<file path="config.mk">
export PLATFORM = sky130hd
export DESIGN_NAME = button_click_classifier
export DESIGN_NICKNAME = d
export VERILOG_FILES = /design/src/rtl/bcc_pkg.sv /design/src/rtl/bcc_cfg.sv /design/src/rtl/bcc_step.sv /design/src/rtl/button_click_classifier.sv
export SDC_FILE = /design/constraint.sdc
export NUM_CORES = 1
export LEC_CHECK = 0
export ABC_AREA = 1
export BUFFER_PORTS_ARGS = -buffer_cell sky130_fd_sc_hd__buf_2
export CORE_AREA = 4 4 74 76
export DETAILED_ROUTE_END_ITERATION = 12
export DIE_AREA = 0 0 78 80
export GPL_TIMING_DRIVEN = 0
export PLACE_DENSITY = 0.82
export SETUP_SLACK_MARGIN = 0.1
export SLEW_MARGIN = 20
export SYNTH_ARGS = -nofsm -noshare
export SYNTH_HDL_FRONTEND = slang
export SYNTH_SLANG_ARGS = --single-unit
</file>
<file path="constraint.sdc">
create_clock -name clk -period 1.8 [get_ports clk]
set_input_delay 0.09 -clock clk [delete_from_list [all_inputs] [get_ports clk]]
set_output_delay 0.09 -clock clk [all_outputs]
set_load 0.01 [all_outputs]
</file>
<file path="src/rtl/bcc_pkg.sv">
package bcc_pkg;

    // Default width of the tick counter.
    localparam int COUNT_WIDTH_DEF = 10;

    // Width of the two tick limit registers.
    localparam int LIMIT_W = 10;

    // Configuration port widths.
    localparam int CFG_INDEX_W = 2;
    localparam int CFG_DATA_W  = LIMIT_W;

    // Configuration register indexes.
    localparam logic [CFG_INDEX_W-1:0] CFG_LONG_PRESS    = 2'd0;
    localparam logic [CFG_INDEX_W-1:0] CFG_DOUBLE_WINDOW = 2'd1;
    localparam logic [CFG_INDEX_W-1:0] CFG_PRESSED_LEVEL = 2'd2;

    // Reset values of the configuration registers.
    localparam logic [LIMIT_W-1:0] LONG_PRESS_RESET    = 10'd50;
    localparam logic [LIMIT_W-1:0] DOUBLE_WINDOW_RESET = 10'd10;
    localparam logic               PRESSED_LEVEL_RESET = 1'b0;

    // Phase codes.
    localparam int PHASE_W = 3;
    localparam logic [PHASE_W-1:0] PH_IDLE     = 3'd0;
    localparam logic [PHASE_W-1:0] PH_DEBOUNCE = 3'd1;
    localparam logic [PHASE_W-1:0] PH_PRESSED  = 3'd2;
    localparam logic [PHASE_W-1:0] PH_LONG     = 3'd3;
    localparam logic [PHASE_W-1:0] PH_WAIT     = 3'd4;
    localparam logic [PHASE_W-1:0] PH_SECOND   = 3'd5;

    // Click event codes.
    localparam int EVENT_W = 2;
    localparam logic [EVENT_W-1:0] EV_NONE   = 2'd0;
    localparam logic [EVENT_W-1:0] EV_SINGLE = 2'd1;
    localparam logic [EVENT_W-1:0] EV_DOUBLE = 2'd2;
    localparam logic [EVENT_W-1:0] EV_LONG   = 2'd3;

    typedef struct packed {
        logic [LIMIT_W-1:0] long_press_ticks;
        logic [LIMIT_W-1:0] double_window_ticks;
        logic               pressed_level;
    } bcc_cfg_t;

endpackage

</file>
<file path="src/rtl/bcc_cfg.sv">
module bcc_cfg
    import bcc_pkg::*;
(
    input  logic                   clk,
    input  logic                   rst_n,
    input  logic                   cfg_wr_en,
    input  logic [CFG_INDEX_W-1:0] cfg_index,
    input  logic [CFG_DATA_W-1:0]  cfg_data,
    output bcc_cfg_t               cfg
);

    bcc_cfg_t cfg_reg;

    // Writes to an index beyond the register list are dropped.
    always_ff @(posedge clk or negedge rst_n)
    begin
        if (!rst_n)
        begin
            cfg_reg.long_press_ticks    <= LONG_PRESS_RESET;
            cfg_reg.double_window_ticks <= DOUBLE_WINDOW_RESET;
            cfg_reg.pressed_level       <= PRESSED_LEVEL_RESET;
        end
        else if (cfg_wr_en)
        begin
            case (cfg_index)
                CFG_LONG_PRESS:    cfg_reg.long_press_ticks    <= cfg_data[LIMIT_W-1:0];
                CFG_DOUBLE_WINDOW: cfg_reg.double_window_ticks <= cfg_data[LIMIT_W-1:0];
                CFG_PRESSED_LEVEL: cfg_reg.pressed_level       <= cfg_data[0];
                default:           cfg_reg <= cfg_reg;
            endcase
        end
    end

    assign cfg = cfg_reg;

endmodule

</file>
<file path="src/rtl/bcc_step.sv">
module bcc_step
    import bcc_pkg::*;
#(
    parameter int COUNT_WIDTH = COUNT_WIDTH_DEF
)
(
    input  bcc_cfg_t               cfg,
    input  logic                   pin_level,
    input  logic [PHASE_W-1:0]     phase,
    input  logic [COUNT_WIDTH-1:0] tick_count,
    output logic [PHASE_W-1:0]     phase_next,
    output logic [COUNT_WIDTH-1:0] tick_count_next,
    output logic [EVENT_W-1:0]     event_next
);

    // The compare is done at the wider of the counter and the limits, so a limit
    // above the counter's top value is never reached.
    localparam int CMP_W = (COUNT_WIDTH > LIMIT_W) ? COUNT_WIDTH : LIMIT_W;

    logic                   press;
    logic                   long_hit;
    logic                   window_hit;
    logic [COUNT_WIDTH-1:0] count_up;

    assign press      = (pin_level == cfg.pressed_level);
    assign long_hit   = CMP_W'(tick_count) >= CMP_W'(cfg.long_press_ticks);
    assign window_hit = CMP_W'(tick_count) >= CMP_W'(cfg.double_window_ticks);
    assign count_up   = (&tick_count) ? tick_count : tick_count + 1'b1;

    always_comb
    begin
        phase_next      = phase;
        tick_count_next = tick_count;
        event_next      = EV_NONE;
        case (phase)
            PH_IDLE:
            begin
                phase_next = press ? PH_DEBOUNCE : PH_IDLE;
            end
            PH_DEBOUNCE:
            begin
                phase_next = press ? PH_PRESSED : PH_IDLE;
            end
            PH_PRESSED:
            begin
                if (press && long_hit)
                begin
                    phase_next      = PH_LONG;
                    tick_count_next = '0;
                end
                else if (press)
                begin
                    tick_count_next = count_up;
                end
                else
                begin
                    phase_next      = PH_WAIT;
                    tick_count_next = '0;
                end
            end
            PH_LONG:
            begin
                tick_count_next = '0;
                if (!press)
                begin
                    phase_next = PH_IDLE;
                    event_next = EV_LONG;
                end
            end
            PH_WAIT:
            begin
                if (!press && window_hit)
                begin
                    phase_next      = PH_IDLE;
                    tick_count_next = '0;
                    event_next      = EV_SINGLE;
                end
                else if (!press)
                begin
                    tick_count_next = count_up;
                end
                else
                begin
                    phase_next      = PH_SECOND;
                    tick_count_next = '0;
                end
            end
            PH_SECOND:
            begin
                if (press && long_hit)
                begin
                    phase_next      = PH_LONG;
                    tick_count_next = '0;
                    event_next      = EV_SINGLE;
                end
                else if (press)
                begin
                    tick_count_next = count_up;
                end
                else
                begin
                    phase_next      = PH_IDLE;
                    tick_count_next = '0;
                    event_next      = EV_DOUBLE;
                end
            end
            default:
            begin
                phase_next      = PH_IDLE;
                tick_count_next = '0;
            end
        endcase
    end

endmodule

</file>
<file path="src/rtl/button_click_classifier.sv">
// Push-button click classifier. Each input beat carries one sampled pin level for
// one scan tick, and each one produces exactly one output beat with the click event
// for that tick: none, single, double or long press. A six-phase state machine
// (idle, debounce, pressed, long held, waiting for a second press, second press)
// counts ticks against the long-press limit and the double-click window, both set
// through the configuration port together with the pin level that means pressed.
// Long presses are reported on release; a second press held to the long limit
// reports a single click at once and then behaves as a long hold. The tick counter
// saturates at its top value. The phase and counter update is one compare-and-count
// step between the state registers and the output register, so a new beat is
// accepted in every cycle while the output side keeps taking results, and the
// result is registered and appears in the cycle after its beat is accepted.
module button_click_classifier
    import bcc_pkg::*;
#(
    parameter int COUNT_WIDTH = COUNT_WIDTH_DEF
)
(
    input  logic                   clk,
    input  logic                   rst_n,
    input  logic                   in_valid,
    output logic                   in_stall,
    input  logic                   pin_level,
    output logic                   out_valid,
    input  logic                   out_stall,
    output logic [EVENT_W-1:0]     click_event,
    input  logic                   cfg_wr_en,
    input  logic [CFG_INDEX_W-1:0] cfg_index,
    input  logic [CFG_DATA_W-1:0]  cfg_data
);

    bcc_cfg_t               cfg;
    logic [PHASE_W-1:0]     phase_reg;
    logic [PHASE_W-1:0]     phase_next;
    logic [COUNT_WIDTH-1:0] tick_count_reg;
    logic [COUNT_WIDTH-1:0] tick_count_next;
    logic [EVENT_W-1:0]     event_next;
    logic [EVENT_W-1:0]     event_reg;
    logic                   out_valid_reg;
    logic                   in_accept;

    bcc_cfg u_cfg
    (
        .clk       (clk),
        .rst_n     (rst_n),
        .cfg_wr_en (cfg_wr_en),
        .cfg_index (cfg_index),
        .cfg_data  (cfg_data),
        .cfg       (cfg)
    );

    bcc_step #(
        .COUNT_WIDTH (COUNT_WIDTH)
    ) u_step
    (
        .cfg             (cfg),
        .pin_level       (pin_level),
        .phase           (phase_reg),
        .tick_count      (tick_count_reg),
        .phase_next      (phase_next),
        .tick_count_next (tick_count_next),
        .event_next      (event_next)
    );

    // The output register is the only buffer. It can take a new result whenever it
    // is empty or its current beat leaves in this same cycle, so the input side
    // stalls only while a finished result is held back by the output side.
    assign in_stall  = out_valid_reg & out_stall;
    assign in_accept = in_valid & ~in_stall;

    // The phase and counter advance only on an accepted beat, so the state always
    // matches the number of ticks delivered so far.
    always_ff @(posedge clk or negedge rst_n)
    begin
        if (!rst_n)
        begin
            phase_reg      <= PH_IDLE;
            tick_count_reg <= '0;
        end
        else if (in_accept)
        begin
            phase_reg      <= phase_next;
            tick_count_reg <= tick_count_next;
        end
    end

    always_ff @(posedge clk or negedge rst_n)
    begin
        if (!rst_n)
        begin
            out_valid_reg <= 1'b0;
        end
        else if (in_accept)
        begin
            out_valid_reg <= 1'b1;
        end
        else if (!out_stall)
        begin
            out_valid_reg <= 1'b0;
        end
    end

    // The event itself is payload and needs no reset.
    always_ff @(posedge clk)
    begin
        if (in_accept)
        begin
            event_reg <= event_next;
        end
    end

    assign out_valid   = out_valid_reg;
    assign click_event = event_reg;

    // A long press can only be reported when leaving the long held phase.
    a_long_from_long_phase: assert property (@(posedge clk) disable iff (!rst_n)
        (in_accept && (phase_reg != PH_LONG)) |=> (click_event != EV_LONG))
        else $error("long press reported outside the long held phase");

    // A double click can only be reported when leaving the second press phase.
    a_double_from_second: assert property (@(posedge clk) disable iff (!rst_n)
        (in_accept && (phase_reg != PH_SECOND)) |=> (click_event != EV_DOUBLE))
        else $error("double click reported outside the second press phase");

    // The counter is held at zero throughout the long held phase.
    a_long_clears_count: assert property (@(posedge clk) disable iff (!rst_n)
        (in_accept && (phase_reg == PH_LONG)) |=> (tick_count_reg == '0))
        else $error("tick counter not cleared in the long held phase");

    // State moves only with an accepted beat.
    a_state_holds: assert property (@(posedge clk) disable iff (!rst_n)
        !in_accept |=> ($stable(phase_reg) && $stable(tick_count_reg)))
        else $error("state changed without an accepted beat");

endmodule
</file>
==> results.md <==
- Outcome: finished with violations
- Failing checks: negative setup slack
- Crit path launch type: register
- CTS Sinks: 37
- Syn-to-layout area delta: 30.23%
- PD cells: 813.1 nW/µm²
- Largest net degree at the start of global routing: 36
- Die area: 6240 µm²
- CTS buffer count: 5
- FFs w/ async S/R, synth: 94.59%
- Initial antenna violation count: 0
- DRT iter0 DRCs: 183
- Skew-Pair Late Insertion Delay: 0.30 ns
- Skew final: 0.007275 ns
- Peak supply drop: 0.5030 mV
- Final Cell Area: 3277 µm²
- Ports: 22
- F_max: 547.7 MHz
- Cell variety after synth: 36
- Tcrit/Tclk final: 101.4%
- Die X: 78 µm
- Gp weighted congestion: 0.8918
- Syn Area/Cell: 7.511 µm²
- Core Footprint: 4723 µm²
- Critical Path RT: 2.04 ns
- Crit end category: register
- DP HPWL: 3931 µm
- Post-Syn Nets: 374
- Number of max-cap violations: 0
- DRT Pass-1 Iters: 4
- P_leak: 0.001659 µW
- Hold slack final: 0.01899 ns
- Xor/xnor share of the synthesized area: 2.039%
- Reg clk slew, reported paths: 0.08 ns
- Compound-Gate Fraction of Synth Area: 7.907%
- Post-Synth Adder-Cell Area: 10.44%
- Layout cells sized above 1: 35.25%
- Simple-Gate Fraction of Synth Area: 31.97%
- Clock Path Buffers: 2
- Placed Area: 2713 µm²
- Vias in the first global route: 2472
- Synth cell count leaders: 104 x nand2_1, 52 x inv_1, 30 x dfrtp_1
- Crit-path slowest cell: dfrtp_2
- Final setup vio count: 9
- Yosys top cell area share: 29.84%
- Top FF cell, synth: dfrtp_1
- DRT antenna net count: 0
- Cell mode on critical path: nand2_1
- Core Util, Final: 69.38%
- Total Routing Usage GR: 22.31%
- Number of synthesized register bits: 37
- Vias per cell: 5.384
- Rows: 25
- Worst Path Arrival: 2.06 ns
- Total vias in the final route: 2423
- H-tree levels: 2
- First-pass GRT wire length: 10970 µm
- Min-Delay Path Class: in -> reg
- Synth area leader: dfrtp_1
- Ant. Diodes: 0
- Multiplexer share of the synthesized area: 0%
- Largest family of logic cells by synthesized area: simple AND/OR/NAND/NOR gates
- Root Buffer: clkbuf_8
- WL per Instance: 14.69 µm
- Synth warnings: 0
- Synthesized cell area: 2516 µm²
- RSZ-0062 raised after global routing: yes
- NumNets Final: 421
- Final Hold Fails: 0
- Number of synthesized flops with an enable pin: 2
- Drt total wl: 6612 µm
- Post-Synthesis Cells: 335
- Rel. slew slack: 47.60%
- Number of flip-flops in the largest register: 21
- Gr ovfl total: 0
- Seq/Total Area, Yosys: 37.44%
- Initial core utilization: 53.27%
- Chip Height: 80 µm
- Setup Crit Path Kind: reg -> reg
- Crit-path max FO: 3
- Top-count cell post-synth: nand2_1
- CTS tree: built
- Slew @ Worst Pin: 0.7859 ns
- Tmin final: 1.826 ns
- Final WS setup: -0.02583 ns
- Crit-path cells: ha_1 -> nand2_2 -> nor2_4 -> buf_12 -> nand2_4 -> buf_6 -> nand4_1 -> nand2_1 -> nor2_2 -> nand2_1 -> nand2_1
- IO buf count: 21
- Ranking of synthesized cells by area: dfrtp_1 30%, nand2_1 16%, ha_1 10%, inv_1 7.8%, dfstp_2 5.2%
- Slowest stage delay, CP: 0.45 ns
- Max Slew Vio Count: 0
- # DRC: 0
==> layer usage <==
metal | global-route usage, % | wire (µm) | share of wire (%)
met1 | 24.25 | 2540 | 38
met5 | 0 | 0 | 0
met4 | 10.66 | 258 | 3.9
met2 | 41.10 | 3437 | 52
met3 | 4.740 | 375 | 5.7
==> placed cells by master, fill, tap and decap left out, types with 5 or more instances in the layout <==
cell type / netlist / routed
a21oi_1: 9 / 5
nand3_1: 25 / 13
o21ai_0: 23 / 23
ha_4: 0 / 9
nand2_4: 1 / 5
nor2_4: 3 / 9
clkbuf_8: 0 / 6
buf_4: 0 / 13
buf_2: 0 / 21
nor2_1: 14 / 10
nand2_1: 104 / 91
ha_1: 21 / 12
inv_1: 52 / 47
dfstp_2: 5 / 5
nand3_2: 1 / 13
inv_2: 7 / 12
dfrtp_1: 30 / 22
clkbuf_1: 5 / 6
nand2_2: 2 / 12
dfrtp_2: 0 / 8
==> power breakdown <==
group          leakage, µW  internal [µW]  total [µW]  switching, µW
registers         0.000448            962        1060           98.3
clock network    0.0000566            396         711            315
logic              0.00115            336         894            558
==> layout make-up <==
cell class	count	area, µm²
Clock buffer	8	111.4
Fill cell	325	1446
Inverter	60	226.5
Timing Repair Buffer	39	265.3
Multi-Input combinational cell	233	1608
Buffer	6	30.03
Tap cell	67	83.83
Sequential cell	37	952.2
==> stage by stage <==
step	setup slack, ns	total power (µW)	cells	setup TNS, ns
after floorplan	0.1188	1558	335	0
after global placement	-0.01323	1701	423	-0.04430
after detailed placement	-0.04803	1727	423	-0.1275
after CTS	-0.007994	2577	447	-0.007994
after global routing	-0.1077	2823	450	-1.149
final	-0.02583	2664	450	-0.1127
==> kinds of logic (layout without fill, tap and decap cells) <==
group | count (synthesis) | count (layout)
buffers and inverters | 66 | 113
adders and majority gates | 21 | 21
and+or+nand+nor | 169 | 170
AOI/OAI and AO/OA | 37 | 37
DFF | 37 | 37
xor gates and xnor gates | 5 | 5
==> path summary, 6_finish.rpt <==
kind | from | endpoint | slack [ns] | cells past startpoint
min | cfg_data[5] | u_cfg.cfg[16]$_DFFE_PN1P_ | 0.02 | 3
max in group asynchronous | rst_n | tick_count_reg[5]$_DFFE_PN0P_ | 0.85 | 2
min in group asynchronous | rst_n | tick_count_reg[0]$_DFFE_PN0P_ | 0.41 | 2
min reg2reg | u_cfg.cfg[8]$_DFFE_PN0P_ | u_cfg.cfg[8]$_DFFE_PN0P_ | 0.49 | 2
max reg2reg | tick_count_reg[8]$_DFFE_PN0P_ | phase_reg[0]$_DFFE_PN0P_ | -0.03 | 11
max | tick_count_reg[8]$_DFFE_PN0P_ | phase_reg[0]$_DFFE_PN0P_ | -0.03 | 11
==> repair_timing <==
item,CTS,global route
hold endpoints to repair,31,0
resized for setup,52,14
setup endpoints to repair,14,14
hold buffers,2,0
pin swaps,28,12
cloned,1,0
setup buffers,13,3
==> critical path, delay by kind of cell (launching register included) <==
family	cells	cell delay, ns
DFF	1	0.45
and+or+nand+nor	8	0.77
adders and majority gates	1	0.30
buffers and inverters	2	0.23
Note: power is estimated with default switching activity, not from simulation.
